===== config.mk =====
export PLATFORM = sky130hd
export DESIGN_NAME = cigar_reference_span_parser_flat
export DESIGN_NICKNAME = d
export VERILOG_FILES = /design/src/hdl/cigr_pkg.sv /design/src/hdl/cigr_in_if.sv /design/src/hdl/cigr_out_if.sv /design/src/hdl/cigar_reference_span_parser.sv /design/src/flat_wrapper.sv
export SDC_FILE = /design/constraint.sdc
export NUM_CORES = 1
export LEC_CHECK = 0
export BUFFER_PORTS_ARGS = -buffer_cell sky130_fd_sc_hd__buf_2
export CAP_MARGIN = 15
export CORE_AREA = 8 8 201 203
export DETAILED_ROUTE_END_ITERATION = 8
export DIE_AREA = 0 0 209 211
export PLACE_DENSITY = 0.76
export SETUP_SLACK_MARGIN = 0.2
export SYNTH_ARGS = -nofsm -noshare
export SYNTH_HDL_FRONTEND = slang
export SYNTH_SLANG_ARGS = --single-unit
export TNS_END_PERCENT = 1

===== constraint.sdc =====
create_clock -name clk -period 10 [get_ports clk]
set_input_delay 0 -clock clk [delete_from_list [all_inputs] [get_ports clk]]
set_output_delay 0 -clock clk [all_outputs]
set_load 0.02 [all_outputs]

===== src/hdl/cigr_pkg.sv =====
package cigr_pkg;

  localparam int CHAR_BITS  = 8;
  localparam int START_BITS = 31;
  localparam int FLAG_BITS  = 16;
  localparam int SPAN_BITS  = 32;

  // flag word bit that marks the reverse strand
  localparam int REV_FLAG_BIT = 4;

  localparam logic [CHAR_BITS-1:0] CH_0 = 8'h30;
  localparam logic [CHAR_BITS-1:0] CH_9 = 8'h39;
  localparam logic [CHAR_BITS-1:0] CH_S = 8'h53;
  localparam logic [CHAR_BITS-1:0] CH_M = 8'h4D;
  localparam logic [CHAR_BITS-1:0] CH_N = 8'h4E;
  localparam logic [CHAR_BITS-1:0] CH_I = 8'h49;
  localparam logic [CHAR_BITS-1:0] CH_D = 8'h44;
  localparam logic [CHAR_BITS-1:0] CH_X = 8'h58;

  typedef enum logic [1:0] {
    ERR_NONE  = 2'd0,
    ERR_X     = 2'd1,
    ERR_NO_OP = 2'd2,
    ERR_STRAY = 2'd3
  } err_t;

endpackage


===== src/hdl/cigr_in_if.sv =====
interface cigr_in_if import cigr_pkg::*; ();
  logic                  valid;
  logic                  ready;
  logic [CHAR_BITS-1:0]  cigar_char;
  logic [START_BITS-1:0] start_pos;
  logic [FLAG_BITS-1:0]  sam_flags;
  logic                  last_char;

  modport source (output valid, cigar_char, start_pos, sam_flags, last_char, input ready);
  modport sink (input valid, cigar_char, start_pos, sam_flags, last_char, output ready);
endinterface


===== src/hdl/cigr_out_if.sv =====
interface cigr_out_if import cigr_pkg::*; #(
  parameter int LEN_BITS = 28,
  parameter int POS_BITS = 31
) ();
  logic                valid;
  logic                ready;
  logic [POS_BITS-1:0] end_pos;
  logic [LEN_BITS-1:0] head_clip;
  logic [LEN_BITS-1:0] tail_clip;
  logic                is_forward;
  err_t                error_code;

  modport source (output valid, end_pos, head_clip, tail_clip, is_forward, error_code,
                  input ready);
  modport sink (input valid, end_pos, head_clip, tail_clip, is_forward, error_code,
                output ready);
endinterface


===== src/hdl/cigar_reference_span_parser.sv =====
// CIGAR parser: takes one CIGAR character per word, with the start position and
// SAM flags alongside, and gives one result word for the word marked last_char
// (end position, head and tail soft clips, strand, error code). It takes a word
// every cycle while in_ch.ready is high; the state update for a character is
// one register stage, and a result reaches the output through two register
// stages (one for the final character, one for the end-position add and
// clamp).
// Back-pressure on the output stalls the input only once both result stages
// are full. Once a last character is accepted the parse state is back at reset.
module cigar_reference_span_parser import cigr_pkg::*; #(
  parameter int LEN_BITS = 28,
  parameter int POS_BITS = 31
) (
  input logic         clk,
  input logic         rst_n,
  cigr_in_if.sink     in_ch,
  cigr_out_if.source  out_ch
);

  localparam int ACC_BITS = LEN_BITS + 4;
  localparam logic [LEN_BITS-1:0]  LEN_MAX  = '1;
  localparam logic [POS_BITS-1:0]  POS_MAX  = '1;
  localparam logic [SPAN_BITS-1:0] SPAN_MAX = '1;

  // parse state
  logic [LEN_BITS-1:0]  len_r, len_nxt;
  logic [SPAN_BITS-1:0] span_r, span_nxt;
  logic [LEN_BITS-1:0]  head_r, head_nxt;
  logic [LEN_BITS-1:0]  tail_r, tail_nxt;
  logic                 op_seen_r, op_seen_nxt;
  err_t                 err_r, err_nxt, err_fin;

  // final-character stage
  logic                  s1_v_r, s1_v_nxt;
  logic [SPAN_BITS-1:0]  s1_span_r;
  logic [START_BITS-1:0] s1_start_r;
  logic [LEN_BITS-1:0]   s1_head_r;
  logic [LEN_BITS-1:0]   s1_tail_r;
  logic                  s1_fwd_r;
  err_t                  s1_err_r;

  // output register
  logic                out_v_r, out_v_nxt;
  logic [POS_BITS-1:0] end_r, end_nxt;
  logic [LEN_BITS-1:0] o_head_r, o_head_nxt;
  logic [LEN_BITS-1:0] o_tail_r, o_tail_nxt;
  logic                o_fwd_r;
  err_t                o_err_r;

  logic                in_fire, is_last, out_take, s1_adv;
  logic                do_close, is_soft, adds_span, is_digit, hit_x, hit_stray;
  logic [ACC_BITS-1:0] len_x10;
  logic [SPAN_BITS:0]  span_sum;
  logic [SPAN_BITS:0]  pos_sum, pos_dec;

  assign in_fire  = in_ch.valid && in_ch.ready;
  assign is_last  = in_ch.last_char;
  assign out_take = !out_v_r || out_ch.ready;
  assign s1_adv   = s1_v_r && out_take;
  assign in_ch.ready = !s1_v_r || out_take;

  assign is_digit = (in_ch.cigar_char >= CH_0) && (in_ch.cigar_char <= CH_9);
  // len * 10 + digit, digit value is the low nibble of an ascii digit
  assign len_x10 = (ACC_BITS'(len_r) << 3) + (ACC_BITS'(len_r) << 1)
                 + ACC_BITS'(in_ch.cigar_char[3:0]);
  assign span_sum = {1'b0, span_r} + (SPAN_BITS+1)'(len_r);

  always_comb begin
    do_close  = 1'b0;
    is_soft   = 1'b0;
    adds_span = 1'b0;
    hit_x     = 1'b0;
    hit_stray = 1'b0;
    case (in_ch.cigar_char)
      CH_S: begin
        do_close = 1'b1;
        is_soft  = 1'b1;
      end
      CH_M, CH_D, CH_N: begin
        do_close  = 1'b1;
        adds_span = 1'b1;
      end
      CH_I: begin
        do_close = 1'b1;
      end
      CH_X: begin
        do_close = 1'b1;
        hit_x    = 1'b1;
      end
      default: begin
        hit_stray = !is_digit;
      end
    endcase
  end

  always_comb begin
    len_nxt     = len_r;
    span_nxt    = span_r;
    head_nxt    = head_r;
    tail_nxt    = tail_r;
    op_seen_nxt = op_seen_r;
    err_nxt     = err_r;
    if (is_digit) begin
      len_nxt = (len_x10 > ACC_BITS'(LEN_MAX)) ? LEN_MAX : len_x10[LEN_BITS-1:0];
    end
    if (do_close) begin
      if (adds_span) begin
        span_nxt = span_sum[SPAN_BITS] ? SPAN_MAX : span_sum[SPAN_BITS-1:0];
      end
      if (is_soft) begin
        if (!op_seen_r) begin
          head_nxt = len_r;
        end
        tail_nxt = len_r;
      end else begin
        tail_nxt = '0;
      end
      op_seen_nxt = 1'b1;
      len_nxt     = '0;
    end
    // only the first error of a string is kept
    if (err_r == ERR_NONE) begin
      if (hit_x) begin
        err_nxt = ERR_X;
      end else if (hit_stray) begin
        err_nxt = ERR_STRAY;
      end
    end
    err_fin = err_nxt;
    if (!op_seen_nxt && err_nxt == ERR_NONE) begin
      err_fin = ERR_NO_OP;
    end
  end

  always_ff @(posedge clk) begin
    if (!rst_n) begin
      len_r     <= '0;
      span_r    <= '0;
      head_r    <= '0;
      tail_r    <= '0;
      op_seen_r <= 1'b0;
      err_r     <= ERR_NONE;
    end else if (in_fire) begin
      if (is_last) begin
        len_r     <= '0;
        span_r    <= '0;
        head_r    <= '0;
        tail_r    <= '0;
        op_seen_r <= 1'b0;
        err_r     <= ERR_NONE;
      end else begin
        len_r     <= len_nxt;
        span_r    <= span_nxt;
        head_r    <= head_nxt;
        tail_r    <= tail_nxt;
        op_seen_r <= op_seen_nxt;
        err_r     <= err_nxt;
      end
    end
  end

  // final character stage
  always_comb begin
    s1_v_nxt = s1_v_r;
    if (in_fire && is_last) begin
      s1_v_nxt = 1'b1;
    end else if (s1_adv) begin
      s1_v_nxt = 1'b0;
    end
  end

  always_ff @(posedge clk) begin
    if (!rst_n) begin
      s1_v_r <= 1'b0;
    end else begin
      s1_v_r <= s1_v_nxt;
    end
  end

  always_ff @(posedge clk) begin
    if (in_fire && is_last) begin
      s1_span_r  <= span_nxt;
      s1_start_r <= in_ch.start_pos;
      s1_head_r  <= head_nxt;
      s1_tail_r  <= tail_nxt;
      s1_fwd_r   <= !in_ch.sam_flags[REV_FLAG_BIT];
      s1_err_r   <= err_fin;
    end
  end

  // end position: start + span - 1, clamped
  assign pos_sum = (SPAN_BITS+1)'(s1_start_r) + {1'b0, s1_span_r};
  assign pos_dec = pos_sum - (SPAN_BITS+1)'(1);

  always_comb begin
    if (pos_sum == '0) begin
      end_nxt = '0;
    end else if (|pos_dec[SPAN_BITS:POS_BITS]) begin
      end_nxt = POS_MAX;
    end else begin
      end_nxt = pos_dec[POS_BITS-1:0];
    end
    o_head_nxt = s1_head_r;
    o_tail_nxt = s1_tail_r;
    if (s1_err_r != ERR_NONE) begin
      end_nxt    = '0;
      o_head_nxt = '0;
      o_tail_nxt = '0;
    end
    out_v_nxt = out_v_r;
    if (s1_adv) begin
      out_v_nxt = 1'b1;
    end else if (out_ch.ready) begin
      out_v_nxt = 1'b0;
    end
  end

  always_ff @(posedge clk) begin
    if (!rst_n) begin
      out_v_r <= 1'b0;
    end else begin
      out_v_r <= out_v_nxt;
    end
  end

  always_ff @(posedge clk) begin
    if (s1_adv) begin
      end_r    <= end_nxt;
      o_head_r <= o_head_nxt;
      o_tail_r <= o_tail_nxt;
      o_fwd_r  <= s1_fwd_r;
      o_err_r  <= s1_err_r;
    end
  end

  assign out_ch.valid      = out_v_r;
  assign out_ch.end_pos    = end_r;
  assign out_ch.head_clip  = o_head_r;
  assign out_ch.tail_clip  = o_tail_r;
  assign out_ch.is_forward = o_fwd_r;
  assign out_ch.error_code = o_err_r;

endmodule

===== src/flat_wrapper.sv =====
// flat-port wrapper written by rule: the top's interface ports become plain ports
module cigar_reference_span_parser_flat import cigr_pkg::*;
#(
  parameter int LEN_BITS = 28,
  parameter int POS_BITS = 31
)
  (clk, rst_n, in_ch_valid, in_ch_cigar_char, in_ch_start_pos, in_ch_sam_flags, in_ch_last_char, in_ch_ready, out_ch_valid, out_ch_end_pos, out_ch_head_clip, out_ch_tail_clip, out_ch_is_forward, out_ch_error_code, out_ch_ready);
  cigr_in_if in_ch_i ();
  cigr_out_if #(.LEN_BITS(LEN_BITS), .POS_BITS(POS_BITS)) out_ch_i ();
  input logic clk;
  input logic rst_n;
  input wire logic [$bits(in_ch_i.valid)-1:0] in_ch_valid;
  input wire logic [$bits(in_ch_i.cigar_char)-1:0] in_ch_cigar_char;
  input wire logic [$bits(in_ch_i.start_pos)-1:0] in_ch_start_pos;
  input wire logic [$bits(in_ch_i.sam_flags)-1:0] in_ch_sam_flags;
  input wire logic [$bits(in_ch_i.last_char)-1:0] in_ch_last_char;
  output wire logic [$bits(in_ch_i.ready)-1:0] in_ch_ready;
  output wire logic [$bits(out_ch_i.valid)-1:0] out_ch_valid;
  output wire logic [$bits(out_ch_i.end_pos)-1:0] out_ch_end_pos;
  output wire logic [$bits(out_ch_i.head_clip)-1:0] out_ch_head_clip;
  output wire logic [$bits(out_ch_i.tail_clip)-1:0] out_ch_tail_clip;
  output wire logic [$bits(out_ch_i.is_forward)-1:0] out_ch_is_forward;
  output wire logic [$bits(out_ch_i.error_code)-1:0] out_ch_error_code;
  input wire logic [$bits(out_ch_i.ready)-1:0] out_ch_ready;
  assign in_ch_i.valid = in_ch_valid;
  assign in_ch_i.cigar_char = in_ch_cigar_char;
  assign in_ch_i.start_pos = in_ch_start_pos;
  assign in_ch_i.sam_flags = in_ch_sam_flags;
  assign in_ch_i.last_char = in_ch_last_char;
  assign in_ch_ready = in_ch_i.ready;
  assign out_ch_valid = out_ch_i.valid;
  assign out_ch_end_pos = out_ch_i.end_pos;
  assign out_ch_head_clip = out_ch_i.head_clip;
  assign out_ch_tail_clip = out_ch_i.tail_clip;
  assign out_ch_is_forward = out_ch_i.is_forward;
  assign out_ch_error_code = out_ch_i.error_code;
  assign out_ch_i.ready = out_ch_ready;
  cigar_reference_span_parser #(.LEN_BITS(LEN_BITS), .POS_BITS(POS_BITS)) u_core (.clk(clk), .rst_n(rst_n), .in_ch(in_ch_i), .out_ch(out_ch_i));
endmodule

==> impl_metrics.env, run 1 <==
export IMPL_wl_per_cell_um=20.1
export IMPL_rsz0062_at_grt="false"
export IMPL_worstReg2RegStart="u_core.len_r[2]"
export IMPL_grt_pass1_wl_um=75400
export IMPL_cts_resized=0
export IMPL_slew_viol_final=0
export IMPL_stdcell_count=2378
export IMPL_drt_wl_total_um=47800
export IMPL_r2r_end="u_core.len_r[27]"
export IMPL_placed_cells=2273
export IMPL_htreeDepth=2
export IMPL_worst_pin_slew_ns=1.11
export IMPL_finalSetupTns_ns=0
export IMPL_multiInputGateArea_um2=9180
export IMPL_insertion_delay_ns=0.55
export IMPL_viasPerCell=6.02
export IMPL_fmax_mhz=207
export IMPL_postCtsSetupRepairBufs=0
export IMPL_cp_endpoint="u_core.len_r[27]"
export IMPL_drcViolationCount=0
export IMPL_synthTopCellsByArea="edfxtp_1 (35%), dfxtp_1 (13%), ha_1 (7.8%)"
export IMPL_rr_worst_depth=12
export IMPL_dr_pass1_iters=5
export IMPL_worstSetupEndpointType="register"
export IMPL_ant_nets=0
export IMPL_netlist_instances=1733
export IMPL_synth_cell_types=83
export IMPL_avgSynthCellArea_um2=10.6
export IMPL_ys_seq_area_share_pct=47.8
export IMPL_core_area_um2=37100
export IMPL_dpl_worst_slack_ns=5.28
export IMPL_r2r_setup_slack_ns=5.17
export IMPL_max_cap_viol_count=0
export IMPL_die_y_um=211
export IMPL_grtUsageTotal_pct=21.1
export IMPL_nFillCells=2996
export IMPL_cts_tree="done"
export IMPL_final_layout_size_suffix_gt1_share_pct=15.1
export IMPL_async_flop_share_pct=0
export IMPL_cts_buffers=36
export IMPL_yosysTopAreaCell="edfxtp_1"
export IMPL_p_leak_nw=8.50
export IMPL_criticalPathCategory="register to register"
export IMPL_place_detailed_hpwl_um=32200
export IMPL_antenna_found_initial=1
export IMPL_ys_ff_latch=333
export IMPL_start_kind="register"
export IMPL_clkSlewWorstSetupHoldPaths_ns=0.06
export IMPL_place_gp_congestion=0.929
export IMPL_path_max_fanout=24
export IMPL_slew_headroom_pct=25.9
export IMPL_io_pins=152
export IMPL_setup_viol=0
export IMPL_fp_dieArea_um2=44100
export IMPL_start_util_pct=49.5
export IMPL_synth_area_um2=18400
export IMPL_grt_overflow_total=0
export IMPL_holdCritPathClass="input port to register"
export IMPL_skew_ns=0.0184
export IMPL_synth_edf_count=212
export IMPL_post_route_min_period_ns=4.83
export IMPL_layout_common_cells="edfxtp_1 (212), a21oi_1 (142), buf_2 (136)"
export IMPL_grt_pass1_vias=13800
export IMPL_synth_warnings=0
export IMPL_arrival_ns=5.24
export IMPL_ir_drop_mv=0.136
export IMPL_worstSetupStartpoint="u_core.len_r[2]"
export IMPL_die_x_um=209
export IMPL_rows=71
export IMPL_num_nets_final=2054
export IMPL_layout_area_seq_um2=8790
export IMPL_grt_max_degree=82
export IMPL_final_common_cell="edfxtp_1"
export IMPL_synth_top_area_share_pct=34.6
export IMPL_vias=14300
export IMPL_crit_required_ns=10.42
export IMPL_cts_buffer_depth=3
export IMPL_pwr_density_cell_nw_per_um2=153
export IMPL_dr_first_iter_drc_count=1033
export IMPL_hold_viol_final=0
export IMPL_fin_ws_ns=5.17
export IMPL_clock_sinks=333
export IMPL_period_share_pct=48.3
export IMPL_clockRootBuffer="clkbuf_16"
export IMPL_area_growth_pct=15.2
export IMPL_synth_flop_cell="edfxtp_1"
export IMPL_synthesis_nets=1912
export IMPL_status="finished clean"
export IMPL_io_buffers=136
==> routing by layer <==
metal	track usage [%]	vias up	part of all wire, %
met1	27.4	6913	42
met3	3.37	84	6.0
li1	-	6860	-
met4	8.24	0	3.4
met2	35.3	467	48
met5	0	-	0
==> final cells by class <==
class                           instances  share of cell area [%]
Clock buffer                           46                    4.72
Clock inverter                         20                    1.44
Tap cell                              474                    2.80
Inverter                               34                   0.614
Multi-Input combinational cell       1279                    43.3
Sequential cell                       333                    41.5
Antenna cell                            1                  0.0118
Timing Repair Buffer                  191                    5.59
==> state kept, by name, summed over array words and instances, names as in the netlist <==
signal and flops:
u_core.err_r 2, u_core.head_r 28, u_core.len_r 28, u_core.op_seen_r 1
u_core.out_ch.end_pos 31, u_core.out_ch.error_code 2, u_core.out_ch.head_clip 28, u_core.out_ch.is_forward 1
u_core.out_ch.tail_clip 28, u_core.out_ch.valid 1, u_core.s1_err_r 2, u_core.s1_fwd_r 1
u_core.s1_head_r 28, u_core.s1_span_r 32, u_core.s1_start_r 31, u_core.s1_tail_r 28
u_core.s1_v_r 1, u_core.span_r 32, u_core.tail_r 28
==> Yosys cell counts (all sizes together) (16+ instances only) <==
library cell / n
mux2: 31
and2: 79
buf: 16
o21a: 16
a22o: 52
nor2: 107
a21oi: 142
nor3: 23
nand3: 30
clkbuf: 71
a22oi: 62
nand2b: 19
xnor2: 45
edfxtp: 212
dfxtp: 121
xor2: 44
a31oi: 39
o21ai: 65
inv: 34
ha: 115
nand2: 76
o211ai: 29
a21o: 48
nor2b: 64
a211oi: 18
==> critical path, stage by stage (launching register included) <==
cell	delay (ns)
dfxtp_1	0.62
fa_1	0.55
fa_1	0.47
a21o_1	0.19
a21oi_1	0.29
o21a_1	0.23
o22ai_1	0.13
o31ai_1	0.40
nand2_1	0.24
a2111oi_0	0.43
a211o_1	0.72
or2_2	0.30
o211ai_1	0.10
==> stage by stage <==
step | utilization (%) | cell area (µm²) | total power [mW] | hold slack [ns]
after CTS | 57.0 | 21200 | 3.25 | 0.000265
after detailed placement | 52.5 | 19500 | 1.79 | 0.178
after global routing | 57.0 | 21200 | 3.34 | 0.114
final | 57.0 | 21200 | 3.23 | 0.0856
after global placement | 52.5 | 19500 | 1.78 | 0.177
after floorplan | - | 18400 | 1.71 | 0.0989
==> timing repair <==
item                       CTS  global route
hold buffers                37             0
setup endpoints to repair    0             0
hold endpoints to repair    37             0
==> worst min-delay path by stage <==
stage / from / end / slack [ns] / cells after the start
finish: rst_n / u_core.span_r[22] / 0.09 / 3
global route: rst_n / u_core.span_r[22] / 0.11 / 3
CTS: in_ch_cigar_char[7] / u_core.s1_err_r[1] / 0.0003 / 4
detailed placement: in_ch_start_pos[24] / u_core.s1_start_r[24] / 0.18 / 1
global placement: in_ch_start_pos[9] / u_core.s1_start_r[9] / 0.18 / 1
floorplan: in_ch_start_pos[0] / u_core.s1_start_r[0] / 0.1 / 0
==> power breakdown <==
group	switching [mW]	internal, mW	leakage (nW)
clock network	0.565	0.897	0.643
registers	0.0109	1.49	2.99
logic	0.172	0.0990	4.86
==> kinds of logic after synthesis <==
| group | Yosys count | share of synthesized area, % |
|---|---|---|
| AO/OA/AOI/OAI | 556 | 21.0 |
| adder cells (fa/ha/maj) | 119 | 8.26 |
| multiplexers | 37 | 2.23 |
| buffers and inverters | 121 | 2.67 |
| AND/OR/NAND/NOR | 478 | 13.8 |
| flip-flops | 333 | 47.8 |
| XOR/XNOR | 89 | 4.24 |
No activity file was read; power rests on OpenSTA's default activity.
==> run 2, diff against run 1 <==
==> constraint.sdc (replaced) <==
create_clock -name clk -period 4.6 [get_ports clk]
set_input_delay 0 -clock clk [delete_from_list [all_inputs] [get_ports clk]]
set_output_delay 0 -clock clk [all_outputs]
set_load 0.02 [all_outputs]
==> run 2 against run 1 <==
Against the previous run: power up 120%; register-to-register slack worse by 5.0 ns; clock-buffer cell count up 7; hold slack worse by 0.056 ns; highest routed layer unchanged; cell count up 1.8%; first-iteration DRC count up 4.7%; sequential power up 120%; largest power group unchanged; setup slack worse by 5.0 ns; fmax up 10%; combinational power up 140%.
==> impl_metrics.env, run 2 (synthesis gave the netlist of run 1 again) <==
export IMPL_status="finished clean"
export IMPL_reg_top3="u_core.s1_span_r x32, u_core.span_r x32"
export IMPL_skew_ns=0.0565
export IMPL_cp_endpoint="u_core.out_ch.end_pos[16]"
export IMPL_drcViolationCount=0
export IMPL_arrival_ns=4.69
export IMPL_final_layout_size_suffix_gt1_share_pct=17.8
export IMPL_cp_cell_sequence="ha_1 -> a2111oi_2 -> a2bb2oi_4 -> a211oi_4 -> xnor2_1 -> or4b_4 -> or4_4 -> o32a_1 -> o211ai_4 -> clkbuf_16 -> o211ai_1"
export IMPL_cts_buffers=38
export IMPL_num_nets_final=2095
export IMPL_fmax_mhz=228
export IMPL_slew_viol_final=0
export IMPL_io_buffers=136
export IMPL_ir_drop_mv=0.257
export IMPL_crit_required_ns=4.91
export IMPL_p_total_mw=6.99
export IMPL_routed_wl_met3_um=2780
export IMPL_worstSetupStartpoint="u_core.s1_start_r[5]"
export IMPL_antenna_found_initial=0
export IMPL_max_cap_viol_count=0
export IMPL_period_share_pct=95.3
export IMPL_final_common_cell="edfxtp_1"
export IMPL_place_gp_congestion=0.906
export IMPL_criticalPathCategory="register to register"
export IMPL_worstReg2RegStart="u_core.s1_start_r[5]"
export IMPL_num_antenna_cells=0
export IMPL_worst_pin_slew_ns=1.10
export IMPL_top_layer="met4"
export IMPL_critPathMaxStageDelay_ns=0.63
export IMPL_post_route_min_period_ns=4.38
export IMPL_start_util_pct=49.5
export IMPL_path_max_fanout=8
export IMPL_grt_pass1_vias=14000
export IMPL_holdCritPathClass="input port to register"
export IMPL_setup_viol=0
export IMPL_clockRootBuffer="clkbuf_16"
export IMPL_worstSetupEndpointType="register"
export IMPL_fp_dieArea_um2=44100
export IMPL_pwr_density_cell_nw_per_um2=321
export IMPL_core_area_um2=37100
export IMPL_dr_first_iter_drc_count=1082
export IMPL_ant_nets=0
export IMPL_hold_viol_final=0
export IMPL_rr_worst_depth=11
export IMPL_die_y_um=211
export IMPL_finalSetupTns_ns=0
export IMPL_r2r_setup_slack_ns=0.22
export IMPL_clock_sinks=333
export IMPL_start_kind="register"
export IMPL_r2r_end="u_core.out_ch.end_pos[16]"
export IMPL_place_detailed_hpwl_um=33300
export IMPL_layout_common_cells="edfxtp_1 (212), a21oi_1 (142), buf_2 (136)"
export IMPL_drt_wl_total_um=49500
export IMPL_nFillCells=3030
export IMPL_crit_family="compound AO/OA/AOI/OAI gates"
export IMPL_grtUsageTotal_pct=21.5
export IMPL_rows=71
export IMPL_met1_length_um=20700
export IMPL_cp_slowest_cell="a2111oi_2"
export IMPL_die_x_um=209
export IMPL_cts_buffer_depth=3
export IMPL_dr_pass1_iters=5
export IMPL_dr_wl_met2_um=24500
export IMPL_cts_tree="done"
export IMPL_insertion_delay_ns=0.59
export IMPL_area_growth_pct=18.4
export IMPL_clkSlewWorstSetupHoldPaths_ns=0.06
export IMPL_critPathBufInv=1
export IMPL_slew_headroom_pct=26.6
export IMPL_io_pins=152
export IMPL_grt_overflow_total=0
export IMPL_rsz0062_at_grt="false"
export IMPL_htreeDepth=2
export IMPL_grt_max_degree=67
export IMPL_p_leak_nw=8.76
export IMPL_viasPerCell=6.03
export IMPL_grt_pass1_wl_um=76400
export IMPL_wl_per_cell_um=20.4
export IMPL_vias=14600
export IMPL_cp_depth=11
[run 2: how the worst min path moves through the flow]
stage / cells past startpoint / endpoint / slack, ns / startpoint
CTS: 3 / u_core.span_r[22] / 0.0008 / rst_n
detailed placement: 1 / u_core.s1_start_r[30] / 0.18 / in_ch_start_pos[30]
global placement: 1 / u_core.s1_start_r[8] / 0.18 / in_ch_start_pos[8]
floorplan: 0 / u_core.s1_start_r[0] / 0.1 / in_ch_start_pos[0]
finish: 3 / u_core.span_r[22] / 0.03 / rst_n
global route: 3 / u_core.span_r[22] / 0.06 / rst_n
[run 2: final cells by class]
| class | count | area, µm² | share of cell area, % |
|---|---|---|---|
| multi-input cells | 1279 | 9340 | 42.9 |
| flip-flops and latches | 333 | 8790 | 40.4 |
| clock buffers | 53 | 1060 | 4.86 |
| clock inverters | 17 | 240 | 1.10 |
| well taps | 474 | 593 | 2.73 |
| repair buffers | 230 | 1610 | 7.39 |
| inverters | 34 | 130 | 0.598 |
[run 2: repair_timing]
item                       in CTS  in global routing
gates cloned                    0                  3
setup buffers                   0                  4
resized for setup               2                 30
hold endpoints to repair       39                  0
setup endpoints to repair      23                 31
pin swaps                       0                 10
hold buffers                   38                  0
[run 2: worst min-delay path: stages]
cell,delay [ns]
buf_2,0.09
buf_4,0.29
o21a_1,0.18
[run 2: power breakdown]
part,internal (mW),switching (mW)
Clock,1.81,1.27
Sequential,3.24,0.0239
Combinational,0.243,0.398
[run 2: per-stage QoR]
step | worst slack [ns] | std cells | hold slack (ns) | area, µm² | utilization, %
2_1_floorplan | 0.551 | 1733 | 0.0989 | 18400 | -
3_3_place_gp | 0.350 | 2304 | 0.177 | 19800 | 53.3
3_5_place_dp | 0.140 | 2304 | 0.178 | 19800 | 53.3
4_1_cts | 0.215 | 2412 | 0.000824 | 21500 | 57.9
5_1_grt | 0.131 | 2420 | 0.0553 | 21800 | 58.6
6_report | 0.216 | 2420 | 0.0292 | 21800 | 58.6
[run 2: layer usage]
metal / GRT usage, % / vias up
met5: 0 / -
met4: 7.80 / 0
met3: 3.25 / 90
met2: 36.8 / 484
met1: 27.5 / 7085
li1: - / 6941
